--- config.mk ---
export PLATFORM = sky130hd
export DESIGN_NAME = spmd_controller
export DESIGN_NICKNAME = d
export VERILOG_FILES = /design/src/design/spmd_pkg.sv /design/src/design/spmd_controller.sv
export SDC_FILE = /design/constraint.sdc
export NUM_CORES = 1
export LEC_CHECK = 0
export BUFFER_PORTS_ARGS = -buffer_cell sky130_fd_sc_hd__buf_2
export CAP_MARGIN = 30
export CORE_AREA = 3 3 40 42
export CTS_CLUSTER_DIAMETER = 100
export DETAILED_ROUTE_END_ITERATION = 6
export DIE_AREA = 0 0 43 45
export HOLD_SLACK_MARGIN = 0.1
export RECOVER_POWER = 25
export SYNTH_ARGS = -nofsm -noshare
export SYNTH_HDL_FRONTEND = slang
export SYNTH_SLANG_ARGS = --single-unit
--- constraint.sdc ---
create_clock -name clk -period 1.79 [get_ports clk]
set_input_delay 0.358 -clock clk [delete_from_list [all_inputs] [get_ports clk]]
set_output_delay 0.358 -clock clk [all_outputs]
set_load 0.02 [all_outputs]
--- src/design/spmd_pkg.sv ---
// shared constants, field layout and control types for the shortest path unit
`default_nettype none

package spmd_pkg;

  localparam int MAX_VERTICES = 16;
  localparam int WEIGHT_BITS  = 16;
  localparam int DIST_BITS    = 20;

  localparam int VIDX_BITS = $clog2(MAX_VERTICES);
  localparam int CNT_BITS  = $clog2(MAX_VERTICES + 1);
  localparam int CELL_BITS = 2 * VIDX_BITS;
  localparam int CELLS     = 1 << CELL_BITS;
  localparam int SUM_BITS  = ((WEIGHT_BITS > DIST_BITS) ? WEIGHT_BITS : DIST_BITS) + 1;

  localparam logic [DIST_BITS-1:0] DIST_MAX = {DIST_BITS{1'b1}};

  // fixed field widths of the stream items
  localparam int VFIELD_BITS = 4;
  localparam int WFIELD_BITS = 16;
  localparam int CFG_BITS    = 5;

  localparam logic [CFG_BITS-1:0] VCOUNT_RESET = CFG_BITS'(9);

  // slave tdata layout, lowest bit first
  localparam int FROM_LSB    = 0;
  localparam int TO_LSB      = FROM_LSB + VFIELD_BITS;
  localparam int WEIGHT_LSB  = TO_LSB + VFIELD_BITS;
  localparam int PRESENT_LSB = WEIGHT_LSB + WFIELD_BITS;
  localparam int SOURCE_LSB  = PRESENT_LSB + 1;
  localparam int TARGET_LSB  = SOURCE_LSB + VFIELD_BITS;
  localparam int S_TDATA_BITS = ((TARGET_LSB + VFIELD_BITS + 7) / 8) * 8;
  localparam int M_TDATA_BITS = ((DIST_BITS + 7) / 8) * 8;

  localparam logic MODE_LOAD  = 1'b0;
  localparam logic MODE_QUERY = 1'b1;

  typedef struct packed {
    logic load_edge;
    logic start_query;
    logic scan_en;
    logic pick;
    logic relax_en;
    logic out_load;
  } spmd_cmd_t;

  typedef struct packed {
    logic query_bad;
    logic idx_last;
    logic pick_found;
    logic out_free;
  } spmd_status_t;

endpackage

`default_nettype wire

--- src/design/spmd_controller.sv ---
// sequencer for edge loads and the scan and relax rounds of a query
`default_nettype none

module spmd_controller (
  input  wire logic                   clk,
  input  wire logic                   rst,
  input  wire logic                   s_tvalid,
  input  wire logic                   mode,
  input  wire spmd_pkg::spmd_status_t status,
  output logic                        s_tready,
  output spmd_pkg::spmd_cmd_t         cmd
);

  localparam logic [2:0] ST_IDLE  = 3'd0;
  localparam logic [2:0] ST_SCAN  = 3'd1;
  localparam logic [2:0] ST_PICK  = 3'd2;
  localparam logic [2:0] ST_RELAX = 3'd3;
  localparam logic [2:0] ST_DRAIN = 3'd4;
  localparam logic [2:0] ST_DONE  = 3'd5;

  logic [2:0] state, state_next;

  always_ff @(posedge clk) begin
    if (rst) begin
      state <= ST_IDLE;
    end else begin
      state <= state_next;
    end
  end

  always_comb begin
    state_next = state;
    cmd        = '0;
    s_tready   = 1'b0;
    unique case (state)
      ST_IDLE: begin
        s_tready = 1'b1;
        if (s_tvalid) begin
          if (mode == spmd_pkg::MODE_LOAD) begin
            cmd.load_edge = 1'b1;
          end else begin
            cmd.start_query = 1'b1;
            state_next      = status.query_bad ? ST_DONE : ST_SCAN;
          end
        end
      end
      ST_SCAN: begin
        cmd.scan_en = 1'b1;
        if (status.idx_last) begin
          state_next = ST_PICK;
        end
      end
      ST_PICK: begin
        if (status.pick_found) begin
          cmd.pick   = 1'b1;
          state_next = ST_RELAX;
        end else begin
          state_next = ST_DONE;
        end
      end
      ST_RELAX: begin
        cmd.relax_en = 1'b1;
        if (status.idx_last) begin
          state_next = ST_DRAIN;
        end
      end
      // last relaxation leaves the pipeline stage here
      ST_DRAIN: begin
        state_next = ST_SCAN;
      end
      ST_DONE: begin
        if (status.out_free) begin
          cmd.out_load = 1'b1;
          state_next   = ST_IDLE;
        end
      end
      default: begin
        state_next = ST_IDLE;
      end
    endcase
  end

endmodule

`default_nettype wire

# Word-level counts from Yosys, hierarchy flattened
# Cells that the tools add are included.
# word_totals
inputBits	8
mem_bits_ro	0
latch_bits	0
mem_bits_rw	0
mem_count	0
reg_bits	3
# classes
reduce_logical	2
mul	0
order_cmp	0
n_bitwise	0
n_eq_ne	10
shift	0
muxes	19
add_sub_neg	0
div	0
# op_table
op	count
$mux 3	7
$pmux 3 s6	1
$ne 2x2->1 const B	5
$mux 1	9
$eq 3x2->1 const B	2
$eq 3x3->1 const B	2
$reduce_and 5->1	1
$mux 2	2
$eq 3x1->1 const B	1
$logic_not 3->1	1

# Logic depth before layout (Yosys ltp)
# logic_depth
word_depth	4
mapped_depth	4
mapped_depth_nobuf	3

# Worst setup path before layout
# OpenSTA, ideal clock, no wires.
# synth_timing
path_kind	reg-to-output
from	reg state[2]
to	out cmd[5] in the netlist's numbering
n_path_buf	1
t_arrival_ns	1.139
setup_slack_ns	0.293
path_stages_with_launch	4
cell_sequence	dfxtp_1 buf_6 or3_4 nor3b_2
# synth_lines
item	line_no	text
start, declared	spmd_controller.sv:21	logic [2:0] state, state_next;
start signal, assigned	spmd_controller.sv:27	state <= state_next;
end, declared	spmd_controller.sv:11	output spmd_pkg::spmd_cmd_t cmd

==> out/metrics.csv <==
metric,value,unit
routedWlPerCell,11.08,um
layout_top_registers,state (3),
p_switching,137.6,uW
tritoncts,done,
relSlewSlack,77.77,%
cts.root.buffer_cell,sky130_fd_sc_hd__clkbuf_4,
netlist.top_cell.by_area,sky130_fd_sc_hd__dfxtp_1,
finalInstanceArea,362.8,um2
drt_iter0_markers,0,
fillCellCount,144,
synth_top_cells_by_area,"sky130_fd_sc_hd__dfxtp_1 (23%), sky130_fd_sc_hd__buf_6 (8.6%), sky130_fd_sc_hd__a2111oi_2 (5.7%)",
synth_sequential_area_ratio,22.86,%
ir_worst_vdd,0.0004543,V
critical-path-max-stage-delay,0.41,ns
antenna_cells,0,
core_area,0.001285,mm2
synth_top_area_share,22.86,%
status,"complete, no violations",
dieArea,0.001935,mm2
crit_path_cell_trace,"or3_4, nor3b_2, buf_2",
clock_insertion_delay_worst_skew,0.24,ns
layout_cells_sized_above_1,47.92,%
cts.htree.levels,1,
grt_overflow_total,0,
required,1.43,ns
power_frac_comb,41.1,%
critical_path_sink_type,output port,
grt_start_max_net_pins,12,
grt_pass1_vias,258,
cells_on_worst_reg2reg_path,4,
route.detailed.vias_per_inst,4.730,
cp.arrival,1.34,ns
power_frac_seq,25.1,%
critPathLaunch,state[2],
vias,298,
number_of_antenna_violations_at_the_first_check_in_global_routing,0,
timing.rr.end,state[2],
die_height,45,um
timing.setup.critical_path_class,reg2out,
detail_route.drc_violations,0,
worstSetupStartpointType,register,
power_density,1005,mW/mm2
max_slew_violations,0,
worst_pin_slew,0.3291,ns
cap_violations,0,
number_of_endpoints_failing_setup_at_the_final_stage,0,
cp_max_fo,9,
reg2reg_setup_slack,0.50,ns
synth-warning-count,0,
postSynthCellCount,31,
first_pass_grt_wire_length,1048,um
cts-hold-fix-buffers,0,
pwr-share-clk,33.8,%
clock.fmax,587.6,MHz
port_buffers,14,
tritoncts.num_buffers,3,
holdCritPathClass,in2reg,
route.antenna.remaining_nets,0,
detailedPlace.worstSlack,0.2906,ns
area_growth_syn_to_layout,38.10,%
endpoint,cmd[5],
largest_register_ffs,3,
start_util,20.45,%
cts.path.max_buffers,2,
synthesized_flop_and_latch_total,3,
postRouteWirelength,698,um
crit_slowest_cell,sky130_fd_sc_hd__or3_4,
synth_fp_nets,39,
synth-main-ff-cell,sky130_fd_sc_hd__dfxtp_1,
fin_nets,57,
standard_cell_row_count,13,
clkSlewWorstSetupHoldPaths,0.04,ns
dpl_cell_area,339.1,um2
synth_edf_count,0,
final_min_period_over_clock_period,95.07,%
first_pass_iters,1,
synth_async_sr_flop_share,0,%
clock_sink_count,3,
rsz0062_at_grt,no,
most_numerous_cell_types_in_the_synthesized_netlist,"sky130_fd_sc_hd__dfxtp_1 (3), sky130_fd_sc_hd__nand2_1 (3), sky130_fd_sc_hd__nor2_1 (3)",
boundary_pins,15,
switching_share,37.74,%
finalWeightedCongestion,0.7766,
cellInternalPower,227.1,uW
clock_skew,0.001914,ns
finalCriticalPeriod,1.702,ns
tns,0,ns
global_route.usage.total,8.313,%
synth.cell_area,262.8,um2
final.setup.worst_slack,0.08821,ns
detailedPlacementHpwl,517.1,um
register_bank_with_the_most_flops,state,
report.final.hold_viol_count,0,
netlist-cell-type-count,21,
dieWidth,43,um
static_power_due_to_leakage,0.0001642,uW
synth_area_per_cell,8.476,um2
regToRegStartpoint,state[1],
cts_post_setup_buffers_inserted,0,
## power groups by stage
stage	sequential, uW	clock, uW	combinational (uW)
after global routing	93.9	142	162
after detailed placement	91.4	0	153
after global placement	91.5	0	151
after floorplan	82.8	0	123
after CTS	90.7	126	153
final	91.7	123	150
## cell families (layout without fill, tap and decap cells)
| logic type | count (synthesis) | after routing | synth area share (%) |
|---|---|---|---|
| AND/OR/NAND/NOR | 14 | 14 | 34.28 |
| AO/OA/AOI/OAI | 7 | 7 | 22.38 |
| buffers and inverters | 5 | 22 | 13.33 |
| flip-flops | 3 | 3 | 22.86 |
| XOR/XNOR | 1 | 1 | 3.334 |
| multiplexers | 1 | 1 | 3.810 |
## worst min path at each step
stage | startpoint | endpoint | slack (ns) | cells after the start
after CTS | rst | state[1] | 0.35 | 2
after floorplan | rst | state[0] | 0.43 | 1
after global routing | rst | state[0] | 0.35 | 2
final | rst | state[0] | 0.36 | 2
after detailed placement | rst | state[1] | 0.60 | 2
after global placement | rst | state[1] | 0.59 | 2
## layout make-up
type / instances / area (um2) / area share, %
Timing Repair Buffer: 16 / 81.33 / 22.41
Inverter: 2 / 7.507 / 2.069
Clock buffer: 4 / 26.28 / 7.241
Tap cell: 15 / 18.77 / 5.172
Sequential cell: 3 / 61.31 / 16.90
Multi-Input combinational cell: 23 / 167.7 / 46.21
## worst max-delay path: cells and delay by family (launching register included)
family        cells  cell delay (ns)
simple gates      2             0.56
buf+inv           1             0.18
flops             1             0.36
## routing by layer
layer  track usage [%]  wire, um
met1             7.914       289
met2             10.78       330
met3             5.179        51
met4             10.84        27
met5                 0         0
## repair_timing
action,CTS,global route
setup endpoints to repair,0,1
hold endpoints to repair,0,0
resized for setup,0,1
## cell usage in the layout, fill, tap and decap left out, drive strengths merged, types with 2 or more instances in the layout
cell type	netlist	routed
buf	3	15
clkbuf	0	5
nand2	3	3
nor2	3	3
nor3b	3	3
dfxtp	3	3
inv	2	2
a21oi	2	2
## per-stage QoR
stage / hold WS [ns] / std cells / power (uW) / utilization (%)
floorplan: 0.4308 / 31 / 206.1 / -
global placement: 0.5920 / 59 / 243.0 / 26.39
detailed placement: 0.5995 / 59 / 244.0 / 26.39
CTS: 0.3483 / 63 / 370.1 / 28.43
global route: 0.3452 / 63 / 398.0 / 28.24
finish: 0.3570 / 63 / 364.7 / 28.24
No activity file was read; power rests on OpenSTA's default activity.
